<file path="src/rtl/clbs_pkg.sv">
// Shared types, codes and constant tables of the character LCD bus sequencer.
package clbs_pkg;

  localparam int unsigned OPCODE_W = 2;
  localparam int unsigned BYTE_W   = 8;
  localparam int unsigned ROW_W    = 3;
  localparam int unsigned COL_W    = 5;
  localparam int unsigned WAIT_W   = 15;
  localparam int unsigned STEP_W   = 4;
  localparam int unsigned CFG_IDX_W  = 1;
  localparam int unsigned CFG_DATA_W = 16;

  // Request opcodes
  localparam logic [OPCODE_W-1:0] OP_INIT    = 2'd0;
  localparam logic [OPCODE_W-1:0] OP_CMD     = 2'd1;
  localparam logic [OPCODE_W-1:0] OP_CHAR    = 2'd2;
  localparam logic [OPCODE_W-1:0] OP_CHAR_AT = 2'd3;

  // Configuration register indexes
  localparam logic [CFG_IDX_W-1:0] CFG_BUS_WIDTH_MODE = 1'd0;
  localparam logic [CFG_IDX_W-1:0] CFG_ENABLE_HIGH_US = 1'd1;

  localparam logic [ROW_W-1:0] ROW_1 = 3'd1;
  localparam logic [ROW_W-1:0] ROW_2 = 3'd2;
  localparam logic [ROW_W-1:0] ROW_3 = 3'd3;
  localparam logic [ROW_W-1:0] ROW_4 = 3'd4;

  localparam logic [BYTE_W-1:0] ROW1_BASE = 8'h80;
  localparam logic [BYTE_W-1:0] ROW2_BASE = 8'hC0;
  localparam logic [BYTE_W-1:0] ROW3_BASE = 8'h94;
  localparam logic [BYTE_W-1:0] ROW4_BASE = 8'hD4;

  localparam logic [WAIT_W-1:0] WAIT_POWER_US  = 15'd20000;
  localparam logic [WAIT_W-1:0] WAIT_SECOND_US = 15'd5000;
  localparam logic [WAIT_W-1:0] WAIT_THIRD_US  = 15'd150;

  localparam logic [STEP_W-1:0] INIT_LAST_STEP = 4'd8;

  // Controller to datapath
  typedef struct packed {
    logic              load_req;
    logic              load_out;
    logic [STEP_W-1:0] step_idx;
    logic              nib_lo;
    logic              last;
  } ctrl_cmd_t;

  // Datapath to controller
  typedef struct packed {
    logic [OPCODE_W-1:0] opcode;
    logic                has_base;
    logic                nibble_mode;
  } dp_status_t;

  // Byte of the power-on init sequence at a given step
  function automatic logic [BYTE_W-1:0] init_cmd(input logic [STEP_W-1:0] idx,
                                                 input logic nibble_mode);
    logic [BYTE_W-1:0] cmd;
    unique case (idx)
      4'd0, 4'd1, 4'd2: cmd = 8'h38;
      4'd3:             cmd = 8'h01;
      4'd4:             cmd = 8'h02;
      4'd5:             cmd = 8'h06;
      4'd6:             cmd = 8'h0C;
      4'd7:             cmd = nibble_mode ? 8'h28 : 8'h38;
      4'd8:             cmd = 8'h80;
      default:          cmd = 8'h00;
    endcase
    return cmd;
  endfunction

  function automatic logic [WAIT_W-1:0] init_wait(input logic [STEP_W-1:0] idx);
    logic [WAIT_W-1:0] w;
    unique case (idx)
      4'd0:    w = WAIT_POWER_US;
      4'd1:    w = WAIT_SECOND_US;
      4'd2:    w = WAIT_THIRD_US;
      default: w = '0;
    endcase
    return w;
  endfunction

endpackage

</file>
<file path="src/rtl/clbs_req_if.sv">
// Request channel: valid/ready handshake with the request fields.
interface clbs_req_if;
  logic                           valid;
  logic                           ready;
  logic [clbs_pkg::OPCODE_W-1:0]  opcode;
  logic [clbs_pkg::BYTE_W-1:0]    value;
  logic [clbs_pkg::ROW_W-1:0]     row;
  logic [clbs_pkg::COL_W-1:0]     column;

  modport source (output valid, opcode, value, row, column, input ready);
  modport sink   (input valid, opcode, value, row, column, output ready);
endinterface

</file>
<file path="src/rtl/clbs_res_if.sv">
// Result channel: valid/ready handshake with one strobe description.
interface clbs_res_if;
  logic                          valid;
  logic                          ready;
  logic                          reg_select;
  logic [clbs_pkg::BYTE_W-1:0]   bus_value;
  logic [clbs_pkg::WAIT_W-1:0]   wait_before_us;
  logic                          last;

  modport source (output valid, reg_select, bus_value, wait_before_us, last, input ready);
  modport sink   (input valid, reg_select, bus_value, wait_before_us, last, output ready);
endinterface

</file>
<file path="src/rtl/clbs_ctrl.sv">
// Sequencing controller: steps through the bytes and nibbles of one request.
module clbs_ctrl (
  input  logic                    clk_i,
  input  logic                    rst_ni,
  input  logic                    req_valid_i,
  output logic                    req_ready_o,
  output logic                    res_valid_o,
  input  logic                    res_ready_i,
  input  clbs_pkg::dp_status_t    status_i,
  output clbs_pkg::ctrl_cmd_t     cmd_o
);

  localparam logic [1:0] ST_IDLE = 2'd0;
  localparam logic [1:0] ST_LOAD = 2'd1;
  localparam logic [1:0] ST_SHOW = 2'd2;

  logic [1:0]                  state_q, state_d;
  logic [clbs_pkg::STEP_W-1:0] idx_q, idx_d;
  logic                        nib_q, nib_d;
  logic [clbs_pkg::STEP_W-1:0] last_idx;
  logic                        last_strobe;

  always_comb begin
    unique case (status_i.opcode)
      clbs_pkg::OP_INIT:    last_idx = clbs_pkg::INIT_LAST_STEP;
      clbs_pkg::OP_CMD:     last_idx = '0;
      clbs_pkg::OP_CHAR:    last_idx = '0;
      clbs_pkg::OP_CHAR_AT: last_idx = status_i.has_base ? 4'd1 : 4'd0;
    endcase
  end

  // final strobe: last byte, and its low nibble when on the nibble bus
  assign last_strobe = (idx_q == last_idx) && (!status_i.nibble_mode || nib_q);

  always_comb begin
    state_d = state_q;
    idx_d   = idx_q;
    nib_d   = nib_q;
    unique case (state_q)
      ST_IDLE: begin
        if (req_valid_i) begin
          state_d = ST_LOAD;
          idx_d   = '0;
          nib_d   = 1'b0;
        end
      end
      ST_LOAD: begin
        state_d = ST_SHOW;
      end
      ST_SHOW: begin
        if (res_ready_i) begin
          if (last_strobe) begin
            state_d = ST_IDLE;
          end else begin
            state_d = ST_LOAD;
            if (status_i.nibble_mode && !nib_q) begin
              nib_d = 1'b1;
            end else begin
              nib_d = 1'b0;
              idx_d = idx_q + 4'd1;
            end
          end
        end
      end
      default: begin
        state_d = ST_IDLE;
      end
    endcase
  end

  always_ff @(posedge clk_i or negedge rst_ni) begin
    if (!rst_ni) begin
      state_q <= ST_IDLE;
      idx_q   <= '0;
      nib_q   <= 1'b0;
    end else begin
      state_q <= state_d;
      idx_q   <= idx_d;
      nib_q   <= nib_d;
    end
  end

  assign req_ready_o = (state_q == ST_IDLE);
  assign res_valid_o = (state_q == ST_SHOW);

  assign cmd_o.load_req = (state_q == ST_IDLE) && req_valid_i;
  assign cmd_o.load_out = (state_q == ST_LOAD);
  assign cmd_o.step_idx = idx_q;
  assign cmd_o.nib_lo   = nib_q;
  assign cmd_o.last     = last_strobe;

endmodule

</file>
<file path="src/rtl/clbs_dp.sv">
// Datapath: request hold, cursor address, bus mode register and strobe register.
module clbs_dp (
  input  logic                             clk_i,
  input  logic                             rst_ni,
  input  logic                             cfg_we_i,
  input  logic [clbs_pkg::CFG_IDX_W-1:0]   cfg_idx_i,
  input  logic [clbs_pkg::CFG_DATA_W-1:0]  cfg_data_i,
  input  logic [clbs_pkg::OPCODE_W-1:0]    opcode_i,
  input  logic [clbs_pkg::BYTE_W-1:0]      value_i,
  input  logic [clbs_pkg::ROW_W-1:0]       row_i,
  input  logic [clbs_pkg::COL_W-1:0]       column_i,
  input  clbs_pkg::ctrl_cmd_t              cmd_i,
  output clbs_pkg::dp_status_t             status_o,
  output logic                             reg_select_o,
  output logic [clbs_pkg::BYTE_W-1:0]      bus_value_o,
  output logic [clbs_pkg::WAIT_W-1:0]      wait_before_us_o,
  output logic                             last_o
);

  logic                          mode_q;
  logic [clbs_pkg::OPCODE_W-1:0] op_q;
  logic [clbs_pkg::BYTE_W-1:0]   val_q;
  logic                          has_base_q;
  logic [clbs_pkg::BYTE_W-1:0]   addr_q;

  logic [clbs_pkg::BYTE_W-1:0]   row_base;
  logic                          has_base;
  logic [clbs_pkg::BYTE_W-1:0]   cur_addr;
  logic [clbs_pkg::BYTE_W-1:0]   cur_byte;
  logic                          cur_rs;
  logic [clbs_pkg::BYTE_W-1:0]   cur_bus;
  logic [clbs_pkg::WAIT_W-1:0]   cur_wait;

  logic                          rs_q;
  logic [clbs_pkg::BYTE_W-1:0]   bus_q;
  logic [clbs_pkg::WAIT_W-1:0]   wait_q;
  logic                          last_q;

  // only the bus mode affects the strobes; the enable width belongs to the pin driver
  always_ff @(posedge clk_i or negedge rst_ni) begin
    if (!rst_ni) begin
      mode_q <= 1'b1;
    end else if (cfg_we_i && (cfg_idx_i == clbs_pkg::CFG_BUS_WIDTH_MODE)) begin
      mode_q <= cfg_data_i[0];
    end
  end

  always_comb begin
    has_base = 1'b1;
    unique case (row_i)
      clbs_pkg::ROW_1: row_base = clbs_pkg::ROW1_BASE;
      clbs_pkg::ROW_2: row_base = clbs_pkg::ROW2_BASE;
      clbs_pkg::ROW_3: row_base = clbs_pkg::ROW3_BASE;
      clbs_pkg::ROW_4: row_base = clbs_pkg::ROW4_BASE;
      default: begin
        row_base = '0;
        has_base = 1'b0;
      end
    endcase
  end

  // column counts from one; wraps to eight bits
  assign cur_addr = row_base + {3'b000, column_i} + 8'hFF;

  always_ff @(posedge clk_i or negedge rst_ni) begin
    if (!rst_ni) begin
      op_q       <= clbs_pkg::OP_INIT;
      has_base_q <= 1'b0;
    end else if (cmd_i.load_req) begin
      op_q       <= opcode_i;
      has_base_q <= has_base;
    end
  end

  always_ff @(posedge clk_i) begin
    if (cmd_i.load_req) begin
      val_q  <= value_i;
      addr_q <= cur_addr;
    end
  end

  always_comb begin
    unique case (op_q)
      clbs_pkg::OP_INIT: begin
        cur_byte = clbs_pkg::init_cmd(cmd_i.step_idx, mode_q);
        cur_rs   = 1'b0;
      end
      clbs_pkg::OP_CMD: begin
        cur_byte = val_q;
        cur_rs   = 1'b0;
      end
      clbs_pkg::OP_CHAR: begin
        cur_byte = val_q;
        cur_rs   = 1'b1;
      end
      clbs_pkg::OP_CHAR_AT: begin
        if (has_base_q && (cmd_i.step_idx == '0)) begin
          cur_byte = addr_q;
          cur_rs   = 1'b0;
        end else begin
          cur_byte = val_q;
          cur_rs   = 1'b1;
        end
      end
    endcase
  end

  // high nibble first on the four-bit bus
  assign cur_bus = mode_q ? {4'b0000, (cmd_i.nib_lo ? cur_byte[3:0] : cur_byte[7:4])}
                          : cur_byte;

  assign cur_wait = (cmd_i.nib_lo || (op_q != clbs_pkg::OP_INIT)) ? '0
                  : clbs_pkg::init_wait(cmd_i.step_idx);

  always_ff @(posedge clk_i) begin
    if (cmd_i.load_out) begin
      rs_q   <= cur_rs;
      bus_q  <= cur_bus;
      wait_q <= cur_wait;
      last_q <= cmd_i.last;
    end
  end

  assign status_o.opcode      = op_q;
  assign status_o.has_base    = has_base_q;
  assign status_o.nibble_mode = mode_q;

  assign reg_select_o     = rs_q;
  assign bus_value_o      = bus_q;
  assign wait_before_us_o = wait_q;
  assign last_o           = last_q;

endmodule

</file>
<file path="src/rtl/char_lcd_bus_sequencer_unit.sv">
// Top level of the character LCD bus sequencer.
// Takes one request at a time (init sequence, command byte, character byte, or
// character at row and column) and gives one result per enable strobe: register
// select, data-bus value and the wait before the strobe, with last on the final
// strobe. A request is accepted only while the unit is idle; after acceptance
// each strobe is first loaded into the strobe register, then presented until the
// sink takes it, and the sink may stall the unit. A request gives 18 strobes for
// init on the 4-bit bus, 9 on the 8-bit bus, 1 to 4 for the other requests. The
// waits are carried as fields for the pin driver and are not timed here;
// enable_high_us (index 1) is accepted on the configuration port but has no
// effect on the results.
module char_lcd_bus_sequencer_unit (
  input  logic                             clk_i,
  input  logic                             rst_ni,
  input  logic                             cfg_we_i,
  input  logic [clbs_pkg::CFG_IDX_W-1:0]   cfg_idx_i,
  input  logic [clbs_pkg::CFG_DATA_W-1:0]  cfg_data_i,
  clbs_req_if.sink                         req,
  clbs_res_if.source                       res
);

  clbs_pkg::ctrl_cmd_t  cmd;
  clbs_pkg::dp_status_t status;

  clbs_ctrl u_ctrl (
    .clk_i       (clk_i),
    .rst_ni      (rst_ni),
    .req_valid_i (req.valid),
    .req_ready_o (req.ready),
    .res_valid_o (res.valid),
    .res_ready_i (res.ready),
    .status_i    (status),
    .cmd_o       (cmd)
  );

  clbs_dp u_dp (
    .clk_i            (clk_i),
    .rst_ni           (rst_ni),
    .cfg_we_i         (cfg_we_i),
    .cfg_idx_i        (cfg_idx_i),
    .cfg_data_i       (cfg_data_i),
    .opcode_i         (req.opcode),
    .value_i          (req.value),
    .row_i            (req.row),
    .column_i         (req.column),
    .cmd_i            (cmd),
    .status_o         (status),
    .reg_select_o     (res.reg_select),
    .bus_value_o      (res.bus_value),
    .wait_before_us_o (res.wait_before_us),
    .last_o           (res.last)
  );

endmodule

</file>
<file path="src/flat_wrapper.sv">
// flat-port wrapper written by rule: the top's interface ports become plain ports
module char_lcd_bus_sequencer_unit_flat 
  (clk_i, rst_ni, cfg_we_i, cfg_idx_i, cfg_data_i, req_valid, req_opcode, req_value, req_row, req_column, req_ready, res_valid, res_reg_select, res_bus_value, res_wait_before_us, res_last, res_ready);
  clbs_req_if req_i ();
  clbs_res_if res_i ();
  input  logic clk_i;
  input  logic rst_ni;
  input  logic cfg_we_i;
  input  logic [clbs_pkg::CFG_IDX_W-1:0] cfg_idx_i;
  input  logic [clbs_pkg::CFG_DATA_W-1:0] cfg_data_i;
  input wire logic [$bits(req_i.valid)-1:0] req_valid;
  input wire logic [$bits(req_i.opcode)-1:0] req_opcode;
  input wire logic [$bits(req_i.value)-1:0] req_value;
  input wire logic [$bits(req_i.row)-1:0] req_row;
  input wire logic [$bits(req_i.column)-1:0] req_column;
  output wire logic [$bits(req_i.ready)-1:0] req_ready;
  output wire logic [$bits(res_i.valid)-1:0] res_valid;
  output wire logic [$bits(res_i.reg_select)-1:0] res_reg_select;
  output wire logic [$bits(res_i.bus_value)-1:0] res_bus_value;
  output wire logic [$bits(res_i.wait_before_us)-1:0] res_wait_before_us;
  output wire logic [$bits(res_i.last)-1:0] res_last;
  input wire logic [$bits(res_i.ready)-1:0] res_ready;
  assign req_i.valid = req_valid;
  assign req_i.opcode = req_opcode;
  assign req_i.value = req_value;
  assign req_i.row = req_row;
  assign req_i.column = req_column;
  assign req_ready = req_i.ready;
  assign res_valid = res_i.valid;
  assign res_reg_select = res_i.reg_select;
  assign res_bus_value = res_i.bus_value;
  assign res_wait_before_us = res_i.wait_before_us;
  assign res_last = res_i.last;
  assign res_i.ready = res_ready;
  char_lcd_bus_sequencer_unit u_core (.clk_i(clk_i), .rst_ni(rst_ni), .cfg_we_i(cfg_we_i), .cfg_idx_i(cfg_idx_i), .cfg_data_i(cfg_data_i), .req(req_i), .res(res_i));
endmodule
</file>
<file path="config.mk">
export PLATFORM = sky130hd
export DESIGN_NAME = char_lcd_bus_sequencer_unit_flat
export DESIGN_NICKNAME = d
export VERILOG_FILES = /design/src/rtl/clbs_pkg.sv /design/src/rtl/clbs_req_if.sv /design/src/rtl/clbs_res_if.sv /design/src/rtl/clbs_ctrl.sv /design/src/rtl/clbs_dp.sv /design/src/rtl/char_lcd_bus_sequencer_unit.sv /design/src/flat_wrapper.sv
export SDC_FILE = /design/constraint.sdc
export NUM_CORES = 1
export LEC_CHECK = 0
export BUFFER_PORTS_ARGS = -buffer_cell sky130_fd_sc_hd__buf_2
export CAP_MARGIN = 20
export CORE_MARGIN = 2
export CORE_UTILIZATION = 52
export DETAILED_ROUTE_END_ITERATION = 12
export MAX_ROUTING_LAYER = met4
export PLACE_DENSITY = 0.8
export SKIP_CTS_REPAIR_TIMING = 1
export SYNTH_ARGS = -nofsm -noshare
export SYNTH_HDL_FRONTEND = slang
export SYNTH_SLANG_ARGS = --single-unit
</file>
<file path="constraint.sdc">
create_clock -name clk_i -period 2.3 [get_ports clk_i]
set_clock_uncertainty 0.15 [all_clocks]
set_input_delay 0.23 -clock clk_i [delete_from_list [all_inputs] [get_ports clk_i]]
set_output_delay 0.23 -clock clk_i [all_outputs]
set_load 0.02 [all_outputs]
</file>
Word level (Yosys, flattened, before mapping)
Index checks and enable logic that the tools add are counted.
W data, S select, Z words.
{ "totals": {"inputBits": 40, "elab_cells": 87, "out_inout_bits": 27, "regBits": 52} }
{ "classes": {"n_addsub": 3, "n_eq_ne": 22, "n_reduce_logical": 21, "bitwise": 1, "mux": 27} }
{ "ops": {"columns": ["operator", "count"], "rows": [
  ["$pmux W8 S7", 1],
  ["$pmux W15 S3", 1],
  ["$pmux W8 S4", 1],
  ["$mux W4", 6],
  ["$pmux W8 S3", 1],
  ["$eq A4 B3 Y1 const B", 4],
  ["$pmux W4 S3", 1],
  ["$add A8 B5 Y8", 1],
  ["$add A8 B8 Y8 const B", 1],
  ["$eq A4 B2 Y1 const B", 2],
  ["$mux W1", 8],
  ["$mux W8", 1],
  ["$pmux W4 S2", 1],
  ["$eq A2 B2 Y1 const B", 3],
  ["$eq A3 B2 Y1 const B", 2],
  ["$ne A2 B2 Y1 const B", 3],
  ["$pmux W2 S3", 1],
  ["$logic_and A1 B1 Y1", 5],
  ["$mux W5", 1],
  ["$reduce_and A5 Y1", 1],
  ["$add A4 B1 Y4 const B", 1],
  ["$eq A2 B1 Y1 const B", 2],
  ["$eq A4 B1 Y1 const B", 1],
  ["$eq A4 B4 Y1", 1],
  ["other kinds (18)", 24]
]} }

Depth between registers and ports, before layout
Gate-level depths: netlist of the first run.
{ "depth": {"word_depth": 8, "depth_mapped": 10} }

Hierarchy
A second synthesis of the first run with hierarchy kept.
{ "hier_totals": {"cells_unflattened": 224, "area_unflattened_um2": 2451.1} }
{ "modules_own_cells": {"columns": ["module", "n_inst", "area_per_inst_um2", "cells_each", "seq_area_each_um2"], "rows": [
  ["clbs_dp", 1, 2003.2, 172, 1032.2],
  ["clbs_ctrl", 1, 447.9, 52, 175.2]
]} }

Worst setup path after synthesis of the first run
Ideal clock, no wire load.
{ "synth_timing": {"kind": "input port to flip-flop", "startpoint": "input port req_row[2]", "endpoint": "register u_core.u_dp.addr_q[7] (netlist name) (data pin)", "required_ns": 1.892, "stages": 9, "arrival_ns": 2.021, "slack_ns": -0.129, "path_cell_list": "clkbuf_1 a21oi_1 ha_1 inv_1 fa_1 a21o_1 a21boi_0 xor2_1 a21oi_1"} }
{ "synth_via": {"elab_chain_cells": 4} }
{ "synth_rtl": {"columns": ["element", "line", "rtl"], "rows": [
  ["start, declared", "flat_wrapper.sv:14", "input wire logic [$bits(req_i.row)-1:0] req_row;"],
  ["$eq A3 B3 Y1 (tied with other cells)", "clbs_dp.sv:50", "unique case (row_i)"],
  ["$pmux W8 S4 (*)", "clbs_dp.sv:50", null],
  ["$add A8 B5 Y8 (*)", "clbs_dp.sv:63", "assign cur_addr = row_base + {3'b000, column_i} + 8'hFF;"],
  ["$add A8 B8 Y8 (*)", "clbs_dp.sv:63", null],
  ["net u_core.u_dp.cur_addr (one bit)", "clbs_dp.sv:28", "logic [clbs_pkg::BYTE_W-1:0] cur_addr;"],
  ["end signal, assigned", "clbs_dp.sv:78", "addr_q <= cur_addr;"],
  ["end, declared", "clbs_dp.sv:24", "logic [clbs_pkg::BYTE_W-1:0] addr_q;"]
]} }
The timed path passes the listed nets; every way through them passes the cells marked *.
A chain may end at the register's enable or synchronous reset.

Final worst setup path of the first run
{ "layout_timing": {"startpoint": "register u_core.u_dp.op_q[1] (netlist name)", "endpoint": "register u_core.u_ctrl.idx_q[3] (netlist name)"} }
{ "layout_via": {"elab_chain_cells": 7} }
{ "layout_rtl": {"columns": ["element", "line", "rtl"], "rows": [
  ["start, declared", "clbs_dp.sv:21", "logic [clbs_pkg::OPCODE_W-1:0] op_q;"],
  ["start signal, assigned", "clbs_dp.sv:67", "op_q <= clbs_pkg::OP_INIT;"],
  ["start signal, assigned", "clbs_dp.sv:70", "op_q <= opcode_i;"],
  ["$eq A2 B2 Y1 / $eq A2 B1 Y1 (equally long branches)", "clbs_ctrl.sv:24", "unique case (status_i.opcode)"],
  ["$reduce_or A2 Y1 (no source line)", null, null],
  ["$pmux W4 S3 (*)", "clbs_ctrl.sv:24", null],
  ["$eq A4 B4 Y1 (*)", "clbs_ctrl.sv:33", "assign last_strobe = (idx_q == last_idx) && (!status_i.nibble_mode || nib_q);"],
  ["$logic_and A1 B1 Y1 (*)", "clbs_ctrl.sv:33", null],
  ["$ne A2 B2 Y1 (no source line) (*)", null, null],
  ["$reduce_and A5 Y1 (no source line) (*)", null, null],
  ["end signal, assigned", "clbs_ctrl.sv:78", "idx_q <= idx_d;"],
  ["end, declared", "clbs_ctrl.sv:18", "logic [clbs_pkg::STEP_W-1:0] idx_q, idx_d;"]
]} }
Every way passes the cells marked *; elsewhere a longest branch is shown, timed or not. The select of a mux whose other input is x is not followed.

==> metrics.md, run 1 <==
| Metric | Value |
|---|---|
| Status | `finished, violations left` |
| Failing checks | `hold timing` |
| Dpl ws | `-172 ps` |
| Placed cell areas | `0.00276 mm2` |
| Worst VDD drop | `402 uV` |
| Crit path max-delay cell type | `o41a_1` |
| Avg Cell Area, Syn | `11.3 um2` |
| CTS H-tree depth | `2` |
| DP HPWL | `3.21 mm` |
| Crit. End Element | `flop` |
| First-pass iteration count of the detailed router | `5` |
| Largest net degree at the start of global routing | `27` |
| RePlAce Congestion | `0.870` |
| CTS tree | `done` |
| Slowest stage delay, CP | `510 ps` |
| Ys async rst share | `26.2%` |
| Final setup fails | `0` |
| Placed Cells | `316` |
| Final hold vios | `1` |
| Critical Path Start Type | `flop` |
| DRC errors left | `0` |
| Total GRT Usage | `18.0%` |
| Sequential area share after synthesis | `50.1%` |
| Vias/cell | `5.26` |
| Starting DRT DRC Count | `143` |
| Design area | `0.00297 mm2` |
| Tcrit/Tclk final | `93.2%` |
| P_int | `2.00 mW` |
| Clock-pin slew on the worst setup and hold paths | `70 ps` |
| Post-Syn Area | `0.00241 mm2` |
| Area grow syn2layout | `23.3%` |
| Vias in the first global route | `1,567` |
| Pwr/cell area | `1110 mW/mm2` |
| GRT overflow | `0` |
| Share of cells above drive strength 1 | `31.8%` |
| Sequential Power Share | `37.4%` |
| Total power | `3.31 mW` |
| Net count reported at finish | `337` |
| Worst Hold Slack | `-19.4 ps` |
| Top cells by area, synth | `edfxtp_1, dfrtp_1, ha_1` |
| Synth area leader | `edfxtp_1` |
| Vias | `1,762` |
| Clock share of power | `13.7%` |
| P_sw | `1.31 mW` |
| Max-cap check violation count | `0` |
| Die Y | `72.1 um` |
| Slew @ Worst Pin | `626 ps` |
| Buf/Inv on CP | `0` |
| Most frequent cells after synthesis | `edfxtp_1, inv_1, ha_1` |
| N_diodes | `0` |
| Die ar. | `0.00519 mm2` |
| Yosys warnings | `0` |
| Fin. max-slew vios | `0` |
| Sw Ratio | `39.5%` |
| Final WL | `4.25 mm` |
| CP Data Arrival Time | `2180 ps` |
| Lkg Pwr | `1.33 nW` |
| Fin worst setup slack | `157 ps` |
| Non-filler cells in the finished layout | `335` |
| WP data required | `2340 ps` |
| Predominant post-synthesis flop cell | `edfxtp_1` |
| Unrepaired setup endpoints after global routing | `false` |
| Fmax | `467 MHz` |
| # IOs | `67` |
| Cell family with most CP delay | `compound AO/OA/AOI/OAI gates` |
| Relative slew slack | `57.7%` |
| Critical path, cell by cell | `ha_1 -> and3b_1 -> o41a_1 -> o211ai_2 -> mux2_2` |
| Average wire per standard cell | `12.7 um` |
| Combinational power share | `48.9%` |
| Worst min path class | `primary input to flop` |
| Std cell rows | `24` |
| Longest Clk Path Bufs | `2` |
| Crit Path Max Fanout | `5` |
| Setup Crit Path Kind | `flop to flop` |
| Post-synthesis cell count | `213` |
| Synth top area share | `38.6%` |
| #FFs+latches synth | `42` |
| TritonCTS Sinks | `42` |
| Post-synth EDFFs | `31` |
| Post-DRT Antenna Nets | `0` |
| Die Span X | `72.1 um` |
| Core Region | `0.00441 mm2` |
| First-pass GRT wire length | `6.99 mm` |
| Unique masters post-synth | `54` |
| Worst-Skew Late Latency | `300 ps` |
| Initial Utilization | `54.6%` |
| Port-buffer cells | `48` |
| Tmin final | `2140 ps` |
| Initial antenna violation count | `0` |
| Cell with the most instances after synthesis | `edfxtp_1` |
| CTS Buf Count | `5` |
| Clk root buf | `clkbuf_8` |
## final cells by class
class | count | area [um2]
clock buffer | 5 | 68.8
clock inverter | 3 | 16.3
fill | 352 | 1440
inverter | 19 | 71.3
multi-input combinational | 137 | 1060
sequential | 42 | 1210
tap | 52 | 65.1
timing repair buffer | 77 | 485
## tightest hold or removal path, cell delays in order
cell	delay [ps]
buf_2	70
nand2_1	30
o21ai_0	60
## state kept, by name, indices dropped and copies added (netlist names)
name and flops:
u_core.u_dp.op_q 2, u_core.u_dp.wait_before_us_o 5, u_core.u_ctrl.idx_q 4, u_core.u_dp.last_o 1
u_core.u_dp.has_base_q 1, u_core.u_dp.reg_select_o 1, u_core.u_dp.val_q 8, u_core.u_dp.addr_q 8
u_core.u_ctrl.nib_q 1, u_core.u_dp.mode_q 1, u_core.u_dp.bus_value_o 8, u_core.u_ctrl.state_q 2
## worst paths after layout
path	startpoint	to	slack, ps	cells past startpoint
worst max-delay path	u_core.u_dp.op_q[1]	u_core.u_ctrl.idx_q[3]	160	5
worst min-delay path	req_opcode[0]	u_core.u_dp.op_q[0]	-20	3
worst max register to register	u_core.u_dp.op_q[1]	u_core.u_ctrl.idx_q[3]	160	5
worst min register to register	u_core.u_ctrl.nib_q	u_core.u_ctrl.nib_q	420	1
max in group asynchronous	rst_ni	u_core.u_dp.mode_q	1560	2
min in group asynchronous	rst_ni	u_core.u_ctrl.nib_q	170	2
## power by group through the flow
stage | Combinational [mW] | Clock (mW) | Sequential, mW
2_1_floorplan | 1.03 | 0 | 1.37
3_3_place_gp | 1.55 | 0 | 1.24
3_5_place_dp | 1.57 | 0 | 1.25
4_1_cts | 1.58 | 0.462 | 1.23
5_1_grt | 1.80 | 0.489 | 1.26
6_report | 1.62 | 0.454 | 1.24
## kinds of logic after synthesis
family	share of synthesized area [%]
flops	50.1
simple gates	13.7
mux	2.80
fa+ha+maj	8.10
other cells	0.156
compound gates	14.9
xor+xnor	2.91
buf+inv	7.32
## metrics by stage
stage | utilization (%) | setup TNS [ps]
CTS | 64.4 | 0
detailed placement | 62.4 | -300
finish | 67.3 | 0
global route | 67.3 | 0
global placement | 62.4 | -122
floorplan | - | 0
## placed cells by master, fill, tap and decap left out, types with 6 or more instances in the layout
| master | n |
|---|---|
| buf_2 | 48 |
| edfxtp_1 | 31 |
| inv_1 | 19 |
| buf_4 | 18 |
| nor2_1 | 13 |
| ha_1 | 13 |
| dlygate4sd3_1 | 11 |
| nor2b_1 | 10 |
| dfrtp_1 | 10 |
| a21oi_1 | 9 |
| o21ai_0 | 6 |
## metal layers
| layer | vias up | global-route usage, % | share of wire (%) |
|---|---|---|---|
| met5 | - | - | 0 |
| met4 | 0 | 6.29 | 1.2 |
| met3 | 6 | 3.75 | 5.7 |
| met2 | 62 | 29.8 | 49 |
| met1 | 796 | 21.9 | 44 |
| li1 | 898 | - | - |
Note: power is estimated with default switching activity, not from simulation.
==> inputs of run 2 (changes only) <==
Settings changed: CORE_UTILIZATION 52 to 56, PLACE_DENSITY 0.8 to 0.85.
Clock period 2.3 ns to 2.5 ns, I/O delays scaled along.
==> run 2 against run 1 <==
Net effect: the flow now finishes without violations; critical path depth up 1; count of clock-buffer cells in the layout rose by 2; power decreased by 7.0%; die area fell by 6.8%.
==> metrics.md, run 2 (synthesis gave the netlist of run 1 again) <==
| Metric | Value |
|---|---|
| Status | `complete, no violations` |
| Dpl ws | `-28.0 ps (+144 ps)` |
| Final WL | `4.32 mm (+1.7%)` |
| Critical Path End | `u_core.u_dp.bus_value_o[1]` |
| Starting DRT DRC Count | `218 (+52%)` |
| TritonCTS Sinks | `42 (unchanged)` |
| Vias/cell | `5.43 (+3.2%)` |
| Die ar. | `0.00484 mm2 (-6.8%)` |
| Initial Utilization | `59.4% (+4.8 points)` |
| Fin worst setup slack | `135 ps (-21.4 ps)` |
| N_diodes | `0 (unchanged)` |
| Crit Path Max Fanout | `7 (+2)` |
| Design area | `0.00288 mm2 (-3.2%)` |
| Cell family with most CP delay | `compound AO/OA/AOI/OAI gates` |
| Area grow syn2layout | `19.4%` |
| Combinational power share | `45.8% (-3.1 points)` |
| Clk root buf | `clkbuf_8` |
| Unrepaired setup endpoints after global routing | `false` |
| RePlAce Congestion | `0.813 (-6.5%)` |
| Die Span X | `69.6 um (-3.4%)` |
| Final setup fails | `0 (unchanged)` |
| Net count reported at finish | `325 (-3.6%)` |
| Worst reg2reg path depth | `6 (+1)` |
| # IOs | `67 (unchanged)` |
| DP HPWL | `3.19 mm (-0.59%)` |
| CP Data Arrival Time | `2260 ps (+80 ps)` |
| Sequential Power Share | `37.4% (about the same)` |
| Buf/Inv on CP | `1 (+1)` |
| Fmax | `423 MHz (-9.4%)` |
| Largest net degree at the start of global routing | `27 (unchanged)` |
| Average wire per standard cell | `13.4 um (+6.1%)` |
| CTS Buf Count | `5 (unchanged)` |
| Core Region | `0.00406 mm2 (-8.1%)` |
| Placed cell areas | `0.00268 mm2 (-2.8%)` |
| CP startpoint | `u_core.u_ctrl.idx_q[0]` |
| First-pass iteration count of the detailed router | `6 (+1)` |
| Final hold vios | `0 (-1)` |
| CTS tree | `done` |
| Commonest non-fill, non-tap cell in the layout | `buf_2` |
| CTS H-tree depth | `2 (unchanged)` |
| Sw Ratio | `38.8% (-0.70 points)` |
| Worst min path class | `primary input to flop` |
| Vias in the first global route | `1,632 (+4.1%)` |
| Longest Clk Path Bufs | `2 (unchanged)` |
| Reg2reg end | `u_core.u_dp.bus_value_o[1]` |
| Total GRT Usage | `18.9% (+0.93 points)` |
| Vias | `1,742 (-1.1%)` |
| Crit. End Element | `flop` |
| First-pass GRT wire length | `7.04 mm (+0.79%)` |
| WP data required | `2390 ps (+50 ps)` |
| Relative slew slack | `57.7% (about the same)` |
| Initial antenna violation count | `0 (unchanged)` |
| Pwr/cell area | `1070 mW/mm2 (-3.9%)` |
| Worst-Skew Late Latency | `300 ps (about the same)` |
| Post-DRT Antenna Nets | `0 (unchanged)` |
| Crit path max-delay cell type | `dfrtp_1` |
| P_sw | `1.19 mW (-8.7%)` |
| Die Y | `69.6 um (-3.4%)` |
| Clock share of power | `16.7% (+3.0 points)` |
| Crit path depth | `6 (+1)` |
| Std cell rows | `23 (-4.2%)` |
| Critical path, cell by cell | `inv_1 -> ha_1 -> nand4bb_1 -> a21o_1 -> a2111oi_2 -> nor3_1` |
| GRT overflow | `0 (unchanged)` |
| Slew @ Worst Pin | `625 ps (-0.624 ps)` |
| Reg-to-reg setup timing slack | `140 ps (-20 ps)` |
| Tmin final | `2360 ps (+221 ps)` |
| Total power | `3.07 mW (-7.0%)` |
| Max-cap check violation count | `0 (unchanged)` |
| Lkg Pwr | `1.28 nW (-3.7%)` |
| Fin. max-slew vios | `0 (unchanged)` |
| Origin of the critical flop-to-flop path | `u_core.u_ctrl.idx_q[0]` |
| Port-buffer cells | `48 (unchanged)` |
| Share of cells above drive strength 1 | `28.4% (-3.4 points)` |
| Critical Path Start Type | `flop` |
| Worst VDD drop | `466 uV (+16%)` |
| Setup Crit Path Kind | `flop to flop` |
| Slowest stage delay, CP | `470 ps (-40 ps)` |
| Most frequent cells in the layout | `buf_2, edfxtp_1, inv_1` |
| Tcrit/Tclk final | `94.6% (+1.4 points)` |
| Clock-pin slew on the worst setup and hold paths | `70 ps (about the same)` |
| P_int | `1.88 mW (-6.0%)` |
| DRC errors left | `0 (unchanged)` |
run 2: cell count changes in the layout (fill, tap and decap cells not counted), sizes merged:
cell	before	now
buf	66	56
clkbuf	5	7
clkinv	2	0
dlygate4sd3	11	9
bufinv	0	1
clkinvlp	1	0
run 2: cell type report:
type / count / area (um2)
Sequential cell: 42 / 1210
Clock buffer: 7 / 76.3
Timing Repair Buffer: 65 / 390
Fill cell: 302 / 1180
Multi-Input combinational cell: 137 / 1040
Clock inverter: 1 / 30.0
Inverter: 19 / 71.3
Tap cell: 50 / 62.6
run 2: worst min path at each step:
stage | start | endpoint | slack, ps | cells past startpoint
floorplan | rst_ni | u_core.u_ctrl.idx_q[0] | -200 | 0
global placement | rst_ni | u_core.u_dp.op_q[0] | -20 | 1
detailed placement | rst_ni | u_core.u_dp.op_q[0] | -10 | 1
CTS | rst_ni | u_core.u_ctrl.state_q[1] | -330 | 1
global route | res_ready | u_core.u_ctrl.state_q[1] | 9 | 2
finish | req_opcode[0] | u_core.u_dp.op_q[0] | 7 | 3
run 2: layer usage:
metal	global-route usage [%]	share of wire, %
met1	22.8	43
met2	30.9	49
met3	4.51	6.1
met4	7.19	1.3
met5	-	0
run 2: tightest hold or removal path, stage by stage:
cell     delay (ps)
buf_2            70
nand2_1          40
o21ai_0          60
run 2: power by group through the flow:
stage / registers, mW / clock network [mW] / logic, mW
6_report: 1.15 / 0.514 / 1.41
5_1_grt: 1.17 / 0.555 / 1.54
4_1_cts: 1.15 / 0.524 / 1.39
3_5_place_dp: 1.16 / 0 / 1.38
3_3_place_gp: 1.15 / 0 / 1.35
2_1_floorplan: 1.26 / 0 / 0.943
run 2: per-stage QoR:
stage          hold slack, ps  TNS (ps)  utilization (%)  cells
4_1_cts                  -331         0             68.6    312
3_3_place_gp            -24.1         0             66.0    304
6_report                 7.26         0             70.9    321
5_1_grt                  9.33         0             70.9    321
3_5_place_dp            -11.4     -28.0             66.0    304
2_1_floorplan            -196         0                -    215
==> inputs of run 3 (changes only) <==
Settings changed: ABC_AREA set to 1.
==> run 3 against run 2 <==
Net effect: global-route usage shrank 0.50 points; cell count grew 15%; setup slack gained 150 ps; fmax grew 6.9%; wire length grew 3.6%; via count grew 4.0%; clock power shrank 15%; critical endpoint is now u_core.u_dp.addr_q[7]; largest cell class unchanged.
==> metrics.md, run 3 <==
| Metric | Value |
|---|---|
| First-pass GRT wire length | `6.80 mm (-3.5%)` |
| Synth area leader | `edfxtp_1` |
| Initial Utilization | `59.4% (unchanged)` |
| Sequential Power Share | `37.8% (+0.4 points)` |
| Lkg Pwr | `1.42 nW (+11%)` |
| Post-DRT Antenna Nets | `0 (unchanged)` |
| P_sw | `1.34 mW (+13%)` |
| Critical path, cell by cell | `buf_2 -> nor2_1 -> inv_1 -> a21o_1 -> ha_1 -> inv_1 -> fa_1 -> nand2_1 -> inv_1 -> o21ai_0 -> nand2_1 -> nor2_1 -> a21oi_1` |
| Post-synthesis cell count | `261 (+23%)` |
| Setup TNS | `0 ps (unchanged)` |
| RePlAce Congestion | `0.912 (+12%)` |
| CTS Buf Count | `5 (unchanged)` |
| Sequential area share after synthesis | `50.1% (unchanged)` |
| CTS H-tree depth | `2 (unchanged)` |
| Crit Path Max Fanout | `4 (-3)` |
| WP data required | `2400 ps (about the same)` |
| Total GRT Usage | `18.4% (-0.50 points)` |
| P_int | `1.71 mW (-9.1%)` |
| Clk root buf | `clkbuf_8` |
| Tmin final | `2210 ps (-153 ps)` |
| Critical Path Start Type | `primary input` |
| Area grow syn2layout | `17.4%` |
| Top cells by area, synth | `edfxtp_1, nand2_1, dfrtp_1` |
| Status | `complete, no violations` |
| Fmax | `452 MHz (+6.9%)` |
| Placed Cells | `350 (+15%)` |
| Initial antenna violation count | `0 (unchanged)` |
| Final setup fails | `0 (unchanged)` |
| Core Region | `0.00406 mm2 (unchanged)` |
| CP Data Arrival Time | `2110 ps (-150 ps)` |
| Vias | `1,811 (+4.0%)` |
| GRT overflow | `0 (unchanged)` |
| # IOs | `67 (unchanged)` |
| N_diodes | `0 (unchanged)` |
| Unrepaired setup endpoints after global routing | `false` |
| CTS tree | `done` |
| Slowest stage delay, CP | `410 ps (-60 ps)` |
| Sw Ratio | `44.0% (+5.2 points)` |
| Fin. max-slew vios | `0 (unchanged)` |
| Relative slew slack | `55.8% (-1.9 points)` |
| Synth top area share | `38.6% (unchanged)` |
| Most frequent cells in the layout | `nand2_1, buf_2, inv_1` |
| Max-cap check violation count | `0 (unchanged)` |
| Cell with the most instances after synthesis | `nand2_1` |
| Crit. End Element | `flop` |
| Die Y | `69.6 um (unchanged)` |
| Yosys warnings | `0 (unchanged)` |
| Std cell rows | `23 (unchanged)` |
| Buf/Inv on CP | `4 (+3)` |
| Unique masters post-synth | `32 (-41%)` |
| Worst VDD drop | `507 uV (+8.8%)` |
| Setup Crit Path Kind | `primary input to flop` |
| Clock share of power | `14.3% (-2.4 points)` |
| Final hold vios | `0 (unchanged)` |
| Vias in the first global route | `1,613 (-1.2%)` |
| Pwr/cell area | `1080 mW/mm2 (+1.1%)` |
| Die ar. | `0.00484 mm2 (unchanged)` |
| Avg Cell Area, Syn | `9.23 um2 (-18%)` |
| Largest net degree at the start of global routing | `21 (-22%)` |
| CP dominant cell by count | `inv_1` |
| DRC errors left | `0 (unchanged)` |
| Worst min path class | `primary input to flop` |
| Port-buffer cells | `48 (unchanged)` |
| #FFs+latches synth | `42 (unchanged)` |
| Tcrit/Tclk final | `88.5% (-6.1 points)` |
| Net count reported at finish | `372 (+14%)` |
| Post-Syn Area | `0.00241 mm2 (unchanged)` |
| Predominant post-synthesis flop cell | `edfxtp_1` |
| Commonest non-fill, non-tap cell in the layout | `nand2_1` |
| TritonCTS Sinks | `42 (unchanged)` |
| Longest Clk Path Bufs | `2 (unchanged)` |
| DP HPWL | `3.24 mm (+1.6%)` |
| Die Span X | `69.6 um (unchanged)` |
| Combinational power share | `47.9% (+2.1 points)` |
| Starting DRT DRC Count | `157 (-28%)` |
| Crit path max-delay cell type | `fa_1` |
| Clock-pin slew on the worst setup and hold paths | `80 ps (about the same)` |
| First-pass iteration count of the detailed router | `4 (-2)` |
| Ys async rst share | `26.2% (unchanged)` |
| Worst-Skew Late Latency | `310 ps (about the same)` |
| Non-filler cells in the finished layout | `368 (+15%)` |
| Cell family with most CP delay | `adder cells` |
| Vias/cell | `4.92 (-9.3%)` |
| Average wire per standard cell | `12.2 um (-9.6%)` |
| Slew @ Worst Pin | `662 ps (+37.1 ps)` |
| Share of cells above drive strength 1 | `23.9% (-4.5 points)` |
| Post-synth EDFFs | `31 (unchanged)` |
| Final WL | `4.47 mm (+3.6%)` |
| Most frequent cells after synthesis | `nand2_1, inv_1, edfxtp_1` |
## run 3: cell type report
type                            count  area, um2
Sequential cell                    42       1210
Multi-Input combinational cell    172        980
Clock buffer                        5       68.8
Clock inverter                      3       21.3
Timing Repair Buffer               59        348
Tap cell                           50       62.6
Fill cell                         327       1230
Inverter                           37        139
## run 3: tightest hold or removal path: stages
cell and delay, ps:
buf_2 90, inv_1 40, a31oi_1 70
## run 3: worst paths after layout
| check | from | to | slack [ps] | cells after the start |
|---|---|---|---|---|
| min | cfg_data_i[0] | u_core.u_dp.mode_q | 2 | 3 |
| max reg2reg | u_core.u_ctrl.idx_q[0] | u_core.u_dp.bus_value_o[2] | 480 | 11 |
| min in group asynchronous | rst_ni | u_core.u_ctrl.idx_q[0] | 200 | 2 |
| max in group asynchronous | rst_ni | u_core.u_dp.mode_q | 1720 | 2 |
| min reg2reg | u_core.u_ctrl.nib_q | u_core.u_ctrl.nib_q | 380 | 2 |
| max | req_row[2] | u_core.u_dp.addr_q[7] | 290 | 13 |
## run 3: kinds of logic after synthesis
| kind of cell | after synthesis | share of synthesized area (%) |
|---|---|---|
| buffers and inverters | 49 | 9.51 |
| XOR/XNOR | 4 | 1.77 |
| other | 1 | 0.156 |
| adder cells (fa/ha/maj) | 15 | 8.10 |
| flip-flops | 42 | 50.1 |
| AND/OR/NAND/NOR | 123 | 24.2 |
| AO/OA/AOI/OAI | 27 | 6.13 |
## run 3: power groups by stage
stage          sequential (mW)  clock (mW)  combinational, mW
2_1_floorplan             1.27           0               1.02
3_3_place_gp              1.16           0               1.41
3_5_place_dp              1.17           0               1.44
4_1_cts                   1.16       0.443               1.45
5_1_grt                   1.18       0.472               1.62
6_report                  1.16       0.437               1.46
## run 3: per-stage QoR
step	power, mW	area (um2)	hold slack, ps	utilization (%)	setup slack [ps]
2_1_floorplan	2.29	2420	-196	-	243
3_3_place_gp	2.56	2640	-10.8	65.0	42.4
3_5_place_dp	2.61	2640	-9.03	65.0	-26.2
4_1_cts	3.04	2730	-337	67.2	282
5_1_grt	3.27	2830	3.25	69.7	109
6_report	3.06	2830	2.12	69.7	288
## run 3: metal layers
layer,global-route usage (%),up-vias,share of wire (%)
met4,10.2,0,1.7
met3,2.62,7,4.9
li1,-,933,-
met5,-,-,0
met1,21.6,816,43
met2,30.4,55,50
